`src/rtl/tdq_pkg.sv`:
```
// Shared types, codes and constants of the timer deadline queue.
package tdq_pkg;

  localparam int NumTimersDef = 16;
  localparam int TickBitsDef  = 48;

  // Fixed field widths of the command and result words.
  localparam int CmdW   = 2;
  localparam int IdxW   = 4;
  localparam int TickW  = 48;

  // A run reports at most this many expiries before its closing marker.
  localparam int MaxExpiries = 16;
  localparam int ExpCntW     = $clog2(MaxExpiries + 1);

  typedef enum logic [CmdW-1:0] {
    CMD_ARM    = 2'd0,
    CMD_CANCEL = 2'd1,
    CMD_RUN    = 2'd2,
    CMD_QUERY  = 2'd3
  } cmd_e;

  typedef enum logic [1:0] {
    EV_ACK     = 2'd0,
    EV_EXPIRED = 2'd1,
    EV_REPORT  = 2'd2
  } event_kind_e;

  typedef struct packed {
    logic accept;
    logic scan_init;
    logic scan_step;
    logic emit_ack;
    logic emit_report;
    logic emit_expire;
    logic emit_marker;
  } tdq_ctrl_t;

  typedef struct packed {
    logic scan_done;
    logic due;
    logic is_query;
  } tdq_stat_t;

endpackage

```
`src/rtl/tdq_ram.sv`:
```
// Generic single-write, single-read RAM with registered read data.
module tdq_ram #(
  parameter int Width = 48,
  parameter int Depth = 16
) (
  input  logic                     clk_i,
  input  logic                     we_i,
  input  logic [$clog2(Depth)-1:0] waddr_i,
  input  logic [Width-1:0]         wdata_i,
  input  logic [$clog2(Depth)-1:0] raddr_i,
  output logic [Width-1:0]         rdata_o
);

  logic [Width-1:0] mem_q [Depth];

  always_ff @(posedge clk_i) begin
    if (we_i) begin
      mem_q[waddr_i] <= wdata_i;
    end
    rdata_o <= mem_q[raddr_i];
  end

endmodule

```
`src/rtl/tdq_ctrl.sv`:
```
// Controller state machine that sequences commands, scans and result words.
module tdq_ctrl (
  input  logic                clk_i,
  input  logic                rst_ni,
  input  logic                start,
  input  logic [1:0]          cmd_i,
  input  tdq_pkg::tdq_stat_t  stat_i,
  output tdq_pkg::tdq_ctrl_t  ctrl_o,
  output logic                busy
);

  typedef enum logic [3:0] {
    ST_IDLE   = 4'b0001,
    ST_ACK    = 4'b0010,
    ST_SCAN   = 4'b0100,
    ST_DECIDE = 4'b1000
  } state_e;

  state_e state_q, state_d;
  tdq_pkg::cmd_e cmd_in;

  assign cmd_in = tdq_pkg::cmd_e'(cmd_i);

  always_comb begin
    state_d = state_q;
    ctrl_o  = '0;
    case (state_q)
      ST_IDLE: begin
        if (start) begin
          ctrl_o.accept = 1'b1;
          if (cmd_in inside {tdq_pkg::CMD_ARM, tdq_pkg::CMD_CANCEL}) begin
            state_d = ST_ACK;
          end else begin
            ctrl_o.scan_init = 1'b1;
            state_d          = ST_SCAN;
          end
        end
      end
      ST_ACK: begin
        ctrl_o.emit_ack = 1'b1;
        state_d         = ST_IDLE;
      end
      ST_SCAN: begin
        ctrl_o.scan_step = 1'b1;
        if (stat_i.scan_done) begin
          state_d = ST_DECIDE;
        end
      end
      ST_DECIDE: begin
        if (stat_i.is_query) begin
          ctrl_o.emit_report = 1'b1;
          state_d            = ST_IDLE;
        end else if (stat_i.due) begin
          // Expire the earliest timer and look again for the next one.
          ctrl_o.emit_expire = 1'b1;
          ctrl_o.scan_init   = 1'b1;
          state_d            = ST_SCAN;
        end else begin
          ctrl_o.emit_marker = 1'b1;
          state_d            = ST_IDLE;
        end
      end
      default: begin
        state_d = ST_IDLE;
      end
    endcase
  end

  always_ff @(posedge clk_i or negedge rst_ni) begin
    if (!rst_ni) begin
      state_q <= ST_IDLE;
    end else begin
      state_q <= state_d;
    end
  end

  assign busy = (state_q != ST_IDLE);

endmodule

```
`src/rtl/tdq_datapath.sv`:
```
// Datapath: pending flags, deadline RAM, minimum scan and result word registers.
module tdq_datapath #(
  parameter int NumTimers = tdq_pkg::NumTimersDef,
  parameter int TickBits  = tdq_pkg::TickBitsDef
) (
  input  logic                      clk_i,
  input  logic                      rst_ni,
  input  tdq_pkg::tdq_ctrl_t        ctrl_i,
  output tdq_pkg::tdq_stat_t        stat_o,
  input  logic [tdq_pkg::CmdW-1:0]  cmd_i,
  input  logic [tdq_pkg::IdxW-1:0]  timer_index_i,
  input  logic [tdq_pkg::TickW-1:0] tick_value_i,
  output logic                      result_valid_o,
  output logic [1:0]                event_kind_o,
  output logic [tdq_pkg::IdxW-1:0]  expired_index_o,
  output logic [tdq_pkg::TickW-1:0] deadline_out_o,
  output logic                      queue_empty_o,
  output logic                      last_result_o
);

  localparam int AddrW = $clog2(NumTimers);
  localparam int CntW  = $clog2(NumTimers + 1);
  localparam int DlW   = (TickBits < tdq_pkg::TickW) ? TickBits : tdq_pkg::TickW;

  logic [NumTimers-1:0]            pending_q;
  logic [NumTimers-1:0]            pending_after;
  tdq_pkg::cmd_e                   cmd_q;
  logic [DlW-1:0]                  tick_q;
  logic [tdq_pkg::ExpCntW-1:0]     n_q;
  logic [CntW-1:0]                 cnt_q;
  logic                            cmp_valid_q;
  logic [AddrW-1:0]                cmp_idx_q;
  logic                            found_q;
  logic [AddrW-1:0]                best_idx_q;
  logic [DlW-1:0]                  best_dl_q;
  logic [DlW-1:0]                  rd_data;
  logic                            in_range;
  logic [AddrW-1:0]                wr_addr;
  logic                            ram_we;
  logic                            scan_done;
  logic                            take;
  logic                            valid_q;
  tdq_pkg::event_kind_e            ev_q;
  logic [tdq_pkg::IdxW-1:0]        idx_q;
  logic [tdq_pkg::TickW-1:0]       dl_q;
  logic                            empty_q;
  logic                            last_q;

  assign in_range = (32'(timer_index_i) < NumTimers);
  assign wr_addr  = AddrW'(timer_index_i);
  assign ram_we   = ctrl_i.accept && in_range && (tdq_pkg::cmd_e'(cmd_i) == tdq_pkg::CMD_ARM);

  tdq_ram #(
    .Width (DlW),
    .Depth (NumTimers)
  ) u_deadlines (
    .clk_i   (clk_i),
    .we_i    (ram_we),
    .waddr_i (wr_addr),
    .wdata_i (tick_value_i[DlW-1:0]),
    .raddr_i (cnt_q[AddrW-1:0]),
    .rdata_o (rd_data)
  );

  assign scan_done = (cnt_q == CntW'(NumTimers));
  // Strict less-than keeps the lower index on equal deadlines.
  assign take = cmp_valid_q && pending_q[cmp_idx_q] &&
                (!found_q || (rd_data < best_dl_q));

  always_comb begin
    pending_after             = pending_q;
    pending_after[best_idx_q] = 1'b0;
  end

  always_ff @(posedge clk_i or negedge rst_ni) begin
    if (!rst_ni) begin
      pending_q <= '0;
    end else if (ctrl_i.accept && in_range) begin
      if (tdq_pkg::cmd_e'(cmd_i) == tdq_pkg::CMD_ARM) begin
        pending_q[wr_addr] <= 1'b1;
      end else if (tdq_pkg::cmd_e'(cmd_i) == tdq_pkg::CMD_CANCEL) begin
        pending_q[wr_addr] <= 1'b0;
      end
    end else if (ctrl_i.emit_expire) begin
      pending_q <= pending_after;
    end
  end

  always_ff @(posedge clk_i or negedge rst_ni) begin
    if (!rst_ni) begin
      cnt_q       <= '0;
      cmp_valid_q <= 1'b0;
      found_q     <= 1'b0;
      n_q         <= '0;
    end else begin
      if (ctrl_i.scan_init) begin
        cnt_q       <= '0;
        cmp_valid_q <= 1'b0;
        found_q     <= 1'b0;
      end else if (ctrl_i.scan_step) begin
        if (!scan_done) begin
          cnt_q <= cnt_q + CntW'(1);
        end
        cmp_valid_q <= !scan_done;
        if (take) begin
          found_q <= 1'b1;
        end
      end
      if (ctrl_i.accept) begin
        n_q <= '0;
      end else if (ctrl_i.emit_expire) begin
        n_q <= n_q + tdq_pkg::ExpCntW'(1);
      end
    end
  end

  always_ff @(posedge clk_i) begin
    if (ctrl_i.accept) begin
      cmd_q  <= tdq_pkg::cmd_e'(cmd_i);
      tick_q <= tick_value_i[DlW-1:0];
    end
    cmp_idx_q <= cnt_q[AddrW-1:0];
    if (ctrl_i.scan_step && take) begin
      best_idx_q <= cmp_idx_q;
      best_dl_q  <= rd_data;
    end
  end

  assign stat_o.scan_done = scan_done;
  assign stat_o.is_query  = (cmd_q == tdq_pkg::CMD_QUERY);
  assign stat_o.due       = found_q && (best_dl_q <= tick_q) &&
                            (n_q < tdq_pkg::ExpCntW'(tdq_pkg::MaxExpiries));

  // Result word registers; the strobe is the only one that needs a reset.
  always_ff @(posedge clk_i or negedge rst_ni) begin
    if (!rst_ni) begin
      valid_q <= 1'b0;
    end else begin
      valid_q <= ctrl_i.emit_ack || ctrl_i.emit_report ||
                 ctrl_i.emit_expire || ctrl_i.emit_marker;
    end
  end

  always_ff @(posedge clk_i) begin
    if (ctrl_i.emit_ack || ctrl_i.emit_marker) begin
      ev_q    <= tdq_pkg::EV_ACK;
      idx_q   <= '0;
      dl_q    <= '0;
      empty_q <= ~|pending_q;
      last_q  <= 1'b1;
    end else if (ctrl_i.emit_report) begin
      ev_q    <= tdq_pkg::EV_REPORT;
      idx_q   <= found_q ? tdq_pkg::IdxW'(best_idx_q) : '0;
      dl_q    <= found_q ? tdq_pkg::TickW'(best_dl_q) : '0;
      empty_q <= !found_q;
      last_q  <= 1'b1;
    end else if (ctrl_i.emit_expire) begin
      ev_q    <= tdq_pkg::EV_EXPIRED;
      idx_q   <= tdq_pkg::IdxW'(best_idx_q);
      dl_q    <= tdq_pkg::TickW'(best_dl_q);
      empty_q <= ~|pending_after;
      last_q  <= 1'b0;
    end
  end

  assign result_valid_o  = valid_q;
  assign event_kind_o    = ev_q;
  assign expired_index_o = idx_q;
  assign deadline_out_o  = dl_q;
  assign queue_empty_o   = empty_q;
  assign last_result_o   = last_q;

endmodule

```
`src/rtl/timer_deadline_queue_top.sv`:
```
// Top level of the timer deadline queue: controller, datapath and checks.
// Arm and cancel: a single result word, emitted from the ACK state and registered.
// Query: one scan of the deadline RAM, then a single report word.
// Run with k expiries: one scan per word, each expiry word followed by a new scan,
// then a closing marker once no timer is due.
// Reset clears every pending flag; deadlines hold garbage until armed; no stall.
module timer_deadline_queue_top #(
  parameter int NumTimers = tdq_pkg::NumTimersDef,
  parameter int TickBits  = tdq_pkg::TickBitsDef
) (
  input  logic                      clk_i,
  input  logic                      rst_ni,
  input  logic                      start,
  output logic                      busy,
  input  logic [tdq_pkg::CmdW-1:0]  cmd_i,
  input  logic [tdq_pkg::IdxW-1:0]  timer_index_i,
  input  logic [tdq_pkg::TickW-1:0] tick_value_i,
  output logic                      result_valid_o,
  output logic [1:0]                event_kind_o,
  output logic [tdq_pkg::IdxW-1:0]  expired_index_o,
  output logic [tdq_pkg::TickW-1:0] deadline_out_o,
  output logic                      queue_empty_o,
  output logic                      last_result_o
);

  tdq_pkg::tdq_ctrl_t ctrl;
  tdq_pkg::tdq_stat_t stat;

  tdq_ctrl u_ctrl (
    .clk_i  (clk_i),
    .rst_ni (rst_ni),
    .start  (start),
    .cmd_i  (cmd_i),
    .stat_i (stat),
    .ctrl_o (ctrl),
    .busy   (busy)
  );

  tdq_datapath #(
    .NumTimers (NumTimers),
    .TickBits  (TickBits)
  ) u_datapath (
    .clk_i           (clk_i),
    .rst_ni          (rst_ni),
    .ctrl_i          (ctrl),
    .stat_o          (stat),
    .cmd_i           (cmd_i),
    .timer_index_i   (timer_index_i),
    .tick_value_i    (tick_value_i),
    .result_valid_o  (result_valid_o),
    .event_kind_o    (event_kind_o),
    .expired_index_o (expired_index_o),
    .deadline_out_o  (deadline_out_o),
    .queue_empty_o   (queue_empty_o),
    .last_result_o   (last_result_o)
  );

  // Result words never come in back-to-back cycles.
  assert property (@(posedge clk_i) disable iff (!rst_ni)
    result_valid_o |=> !result_valid_o)
    else $error("result strobe held for two cycles");

  // An accepted command keeps the block busy and produces no word the next cycle.
  assert property (@(posedge clk_i) disable iff (!rst_ni)
    (start && !busy) |=> (busy && !result_valid_o))
    else $error("accepted command did not occupy the block");

  // Only expiry words are not final.
  assert property (@(posedge clk_i) disable iff (!rst_ni)
    (result_valid_o && !last_result_o) |-> (event_kind_o == tdq_pkg::EV_EXPIRED))
    else $error("non-final word that is not an expiry");

  // An expiry never reports a deadline past the tick the run was started with.
  assert property (@(posedge clk_i) disable iff (!rst_ni)
    (result_valid_o && (event_kind_o == tdq_pkg::EV_EXPIRED)) |-> $past(stat.due, 1))
    else $error("expiry word without a due timer");

endmodule
```
`config.mk`:
```
export PLATFORM = sky130hd
export DESIGN_NAME = timer_deadline_queue_top
export DESIGN_NICKNAME = d
export VERILOG_FILES = /design/src/rtl/tdq_pkg.sv /design/src/rtl/tdq_ram.sv /design/src/rtl/tdq_ctrl.sv /design/src/rtl/tdq_datapath.sv /design/src/rtl/timer_deadline_queue_top.sv
export SDC_FILE = /design/constraint.sdc
export NUM_CORES = 1
export LEC_CHECK = 0
export BUFFER_PORTS_ARGS = -buffer_cell sky130_fd_sc_hd__buf_2
export CORE_MARGIN = 3
export CORE_UTILIZATION = 35
export CTS_BUF_LIST = sky130_fd_sc_hd__clkbuf_16
export CTS_CLUSTER_SIZE = 8
export DETAILED_ROUTE_END_ITERATION = 7
export PLACE_DENSITY_LB_ADDON = 0.05
export REMOVE_ABC_BUFFERS = 1
export SLEW_MARGIN = 15
export SYNTH_ARGS = -nofsm -noshare
export SYNTH_HDL_FRONTEND = slang
export SYNTH_HIERARCHICAL = 1
export SYNTH_SLANG_ARGS = --single-unit
export TNS_END_PERCENT = 1
```
`constraint.sdc`:
```
create_clock -name clk_i -period 7.1 [get_ports clk_i]
set_input_delay 0.355 -clock clk_i [delete_from_list [all_inputs] [get_ports clk_i]]
set_output_delay 0.355 -clock clk_i [all_outputs]
set_load 0.005 [all_outputs]
```
==> summary.md <==
| Metric | Value |
|---|---|
| Slack of the critical path | 2.14 ns |
| Area added between synthesis and finish | 18.3% |
| Detailed Routing Iterations Pass 1 | 5 |
| Routed wire length per instance | 26.8 µm |
| TritonCTS clock tree | yes |
| Final core utilization | 0.419 |
| Clock Skews | 0.0313 ns |
| Placeable core region | 111000 µm² |
| Seq/Total Area, Yosys | 0.740 |
| Terminus of the critical flop-to-flop path | u_datapath/deadline_out_o[18] |
| Number of fillers in the final layout | 10038 |
| Synth top area share | 0.664 |
| Source-to-sink clock delay at the later pin of the worst-skew pair | 0.72 ns |
| Die Span Y | 341 µm |
| Ys async rst share | 0.0326 |
| Antenna-violating nets left | 0 |
| Area used by sequential logic in the layout | 29100 µm² |
| Cell type with the largest total area after synthesis | edfxtp_1 |
| Switching part of the total | 0.256 |
| Number of gates given a new drive strength after cts | 0 |
| Global-route wire length before repair | 156000 µm |
| RSZ-0062 raised after global routing | false |
| Category of the critical setup timing path | reg -> reg |
| CP Capture Point | u_datapath/deadline_out_o[18] |
| Power density over the cells | 338 nW/µm² |
| Hold crit path type | in -> reg |
| Number of violations reported at the end of detailed-routing iteration 0 | 1788 |
| Flip-flop cell with the highest count after synthesis | edfxtp_1 |
| IO buf count | 114 |
| Top fanout value on the critical path | 32 |
| Share of post-route cells with drive strength above 1 | 0.219 |
| Tightest hold margin | 0.0473 ns |
| Routability Congestion | 0.806 |
| Slack of the worst reg-to-reg path | 2.14 ns |
| Worst slew slack as a fraction of its limit | 0.252 |
| Antenna violations before repair | 3 |
| Peak Freq | 202 MHz |
| Slew at the pin closest to its max-slew limit | 1.12 ns |
| Cell count after synthesis | 2139 |
| Avg Inst Size Synth | 18.4 µm² |
| Rows | 122 |
| Number of vias per cell | 5.22 |
| Drt total wl | 107000 µm |
| Shortest clock period the worst path allows after layout | 4.96 ns |
| Clock sinks | 1011 |
| Post-synth design cell area | 39400 µm² |
| Total negative setup slack | 0 ns |
| EDFF count, synth | 871 |
| Crit. Startpoint | u_datapath/best_dl_q[44] |
| GRT Util Overall | 0.185 |
| DRC Markers | 0 |
| Startpoint types | flip-flop |
| Worst setup EP type | flip-flop |
| Die area | 117000 µm² |
| Post-layout nets | 2540 |
| Post-synthesis register bit count | 1011 |
| Worst Reg2Reg Path Length in Cells | 13 |
| Number of buffers created by CTS | 144 |
| Worst IR Drop VDD | 0.217 mV |
| Logic pwr share | 0.149 |
| Die outline width | 341 µm |
| Max-cap violation count | 0 |
| Vias in the first global route | 22154 |
| Worst EP arrival | 5.60 ns |
| Reg power frac | 0.451 |
| HPWL after DPL | 58700 µm |
| Cell types with the highest counts after synthesis | 871 x edfxtp_1, 193 x mux4_2, 148 x a22oi_1 |
| Total gr overflow | 0 |
| Clock edge transition at the registers on the reported setup and hold paths | 0.05 ns |
| CTS root buf | clkbuf_16 |
| Relative contribution of the clock network to total power | 0.399 |
| IO Pins | 115 |
| Clock Path Buffers | 3 |
| Leakage power | 0.0163 µW |
| Portion of the clock cycle consumed by the worst path in the final layout | 0.698 |
| Final setup violation count | 0 |
| Net load switching power | 4030 µW |
| Starting Density | 0.354 |
| Unique masters post-synth | 72 |
| Internal power summed over all cells | 11700 µW |
| Worst Setup Slack post-DPL | 2.12 ns |
| Status | finished clean |
| Largest net degree at the start of global routing | 96 |
| Number of warning messages in the yosys log | 6 |
| Area of combinational cells with multiple inputs | 9540 µm² |
| Maximum level of the CTS H-tree | 4 |
| Count of final hold-check violations | 0 |
| Final Max Slew Viols | 0 |
| Dominant cell by count in the synthesized netlist | edfxtp_1 |
| Origin of the critical flop-to-flop path | u_datapath/best_dl_q[44] |
| Total vias in the final route | 20876 |
| Ranking of synthesized cells by area | edfxtp_1 66%, mux4_2 11%, dfxtp_1 5.4%, ha_1 3.1%, a22oi_1 2.8% |
| Data required time at the worst endpoint | 7.75 ns |
-- layout by cell type, fill, tap and decap left out, types with 12 or more instances in the layout --
cell type	n
a21oi_1	49
a22oi_1	148
a31oi_1	14
buf_2	114
buf_4	36
clkbuf_16	148
dfrtp_1	30
dfxtp_1	107
dlygate4sd3_1	44
edfxtp_1	871
ha_1	98
inv_1	219
mux4_2	193
nand2_1	92
nand3_1	12
nand4_1	18
nor2_1	97
nor2_4	14
nor3_1	13
o21ai_0	29
-- layer usage --
layer	share of wire	up-vias	track usage
met2	0.48	542	0.296
met5	0.00012	-	0
met4	0.018	2	0.0490
met1	0.45	11083	0.258
li1	-	9120	-
met3	0.053	129	0.0397
-- stage by stage --
step,power (µW),std cells,area (µm²)
4_1_cts,16000,3994,46600
3_5_place_dp,9590,3683,41900
3_3_place_gp,9600,3683,41900
2_1_floorplan,9190,2042,38900
6_report,15700,3996,46600
5_1_grt,16500,3994,46600
-- layout make-up --
| class | instances | share of cell area |
|---|---|---|
| clock buffers | 148 | 0.0795 |
| inverters | 113 | 0.00913 |
| well taps | 1488 | 0.0400 |
| diodes | 2 | 0.000107 |
| multi-input cells | 918 | 0.205 |
| repair buffers | 197 | 0.0288 |
| clock inverters | 119 | 0.0123 |
| flip-flops and latches | 1011 | 0.625 |
-- critical path, cell delays in order, from the launching register on --
cell and delay (ns):
edfxtp_1 0.45, ha_1 0.32, nand4_1 0.20, nor4_1 0.64, nand2_1 0.28, nor2_1 0.31, a21o_1 0.26, inv_1 0.12
nor3_4 0.50, inv_1 0.23, o21ai_4 0.71, buf_4 0.57, a22oi_1 0.13, nor2_1 0.12
-- cell families after synthesis --
logic type	share of synthesized area
and+or+nand+nor	0.0371
adders and majority gates	0.0311
DFF	0.740
muxes	0.114
buffers and inverters	0.0223
xor gates and xnor gates	0.00178
AOI/OAI and AO/OA	0.0536
-- power by group through the flow --
stage          Clock (µW)  Combinational, µW  Sequential [µW]
6_report             6290               2350             7110
5_1_grt              6750               2610             7140
4_1_cts              6490               2410             7110
3_5_place_dp            0               2370             7220
3_3_place_gp            0               2380             7220
2_1_floorplan           0               1880             7310
-- what timing repair did --
| item | 4_1_cts | 5_1_grt |
|---|---|---|
| hold endpoints to repair | 668 | 0 |
| hold buffers | 44 | 0 |
| buffers inserted | 0 | 0 |
-- state kept, by name (all words and copies together), names as in the netlist, 2 cells and up, named ones only --
name and cells:
u_ctrl/state_q 4, u_datapath/best_dl_q 48, u_datapath/best_idx_q 4, u_datapath/cmd_q 2, u_datapath/cmp_idx_q 4, u_datapath/cnt_q 5, u_datapath/deadline_out_o 48, u_datapath/event_kind_o 2
u_datapath/expired_index_o 4, u_datapath/n_q 5, u_datapath/tick_q 48, u_datapath/u_deadlines/mem_q 768, u_datapath/u_deadlines/rdata_o 48
-- worst min path at each step --
stage,slack [ns],startpoint,depth (start not counted),endpoint
3_3_place_gp,0.43,u_datapath/u_deadlines/rdata_o[1],0,u_datapath/best_dl_q[1]
3_5_place_dp,0.43,u_datapath/u_deadlines/rdata_o[40],0,u_datapath/best_dl_q[40]
6_report,0.05,tick_value_i[9],1,u_datapath/u_deadlines/mem_q[2][9]
2_1_floorplan,0.06,rst_ni,0,u_ctrl/state_q[1]
4_1_cts,0.0004,tick_value_i[10],1,u_datapath/u_deadlines/mem_q[3][10]
5_1_grt,0.03,tick_value_i[30],1,u_datapath/tick_q[30]
(Power assumes the default switching activity.)
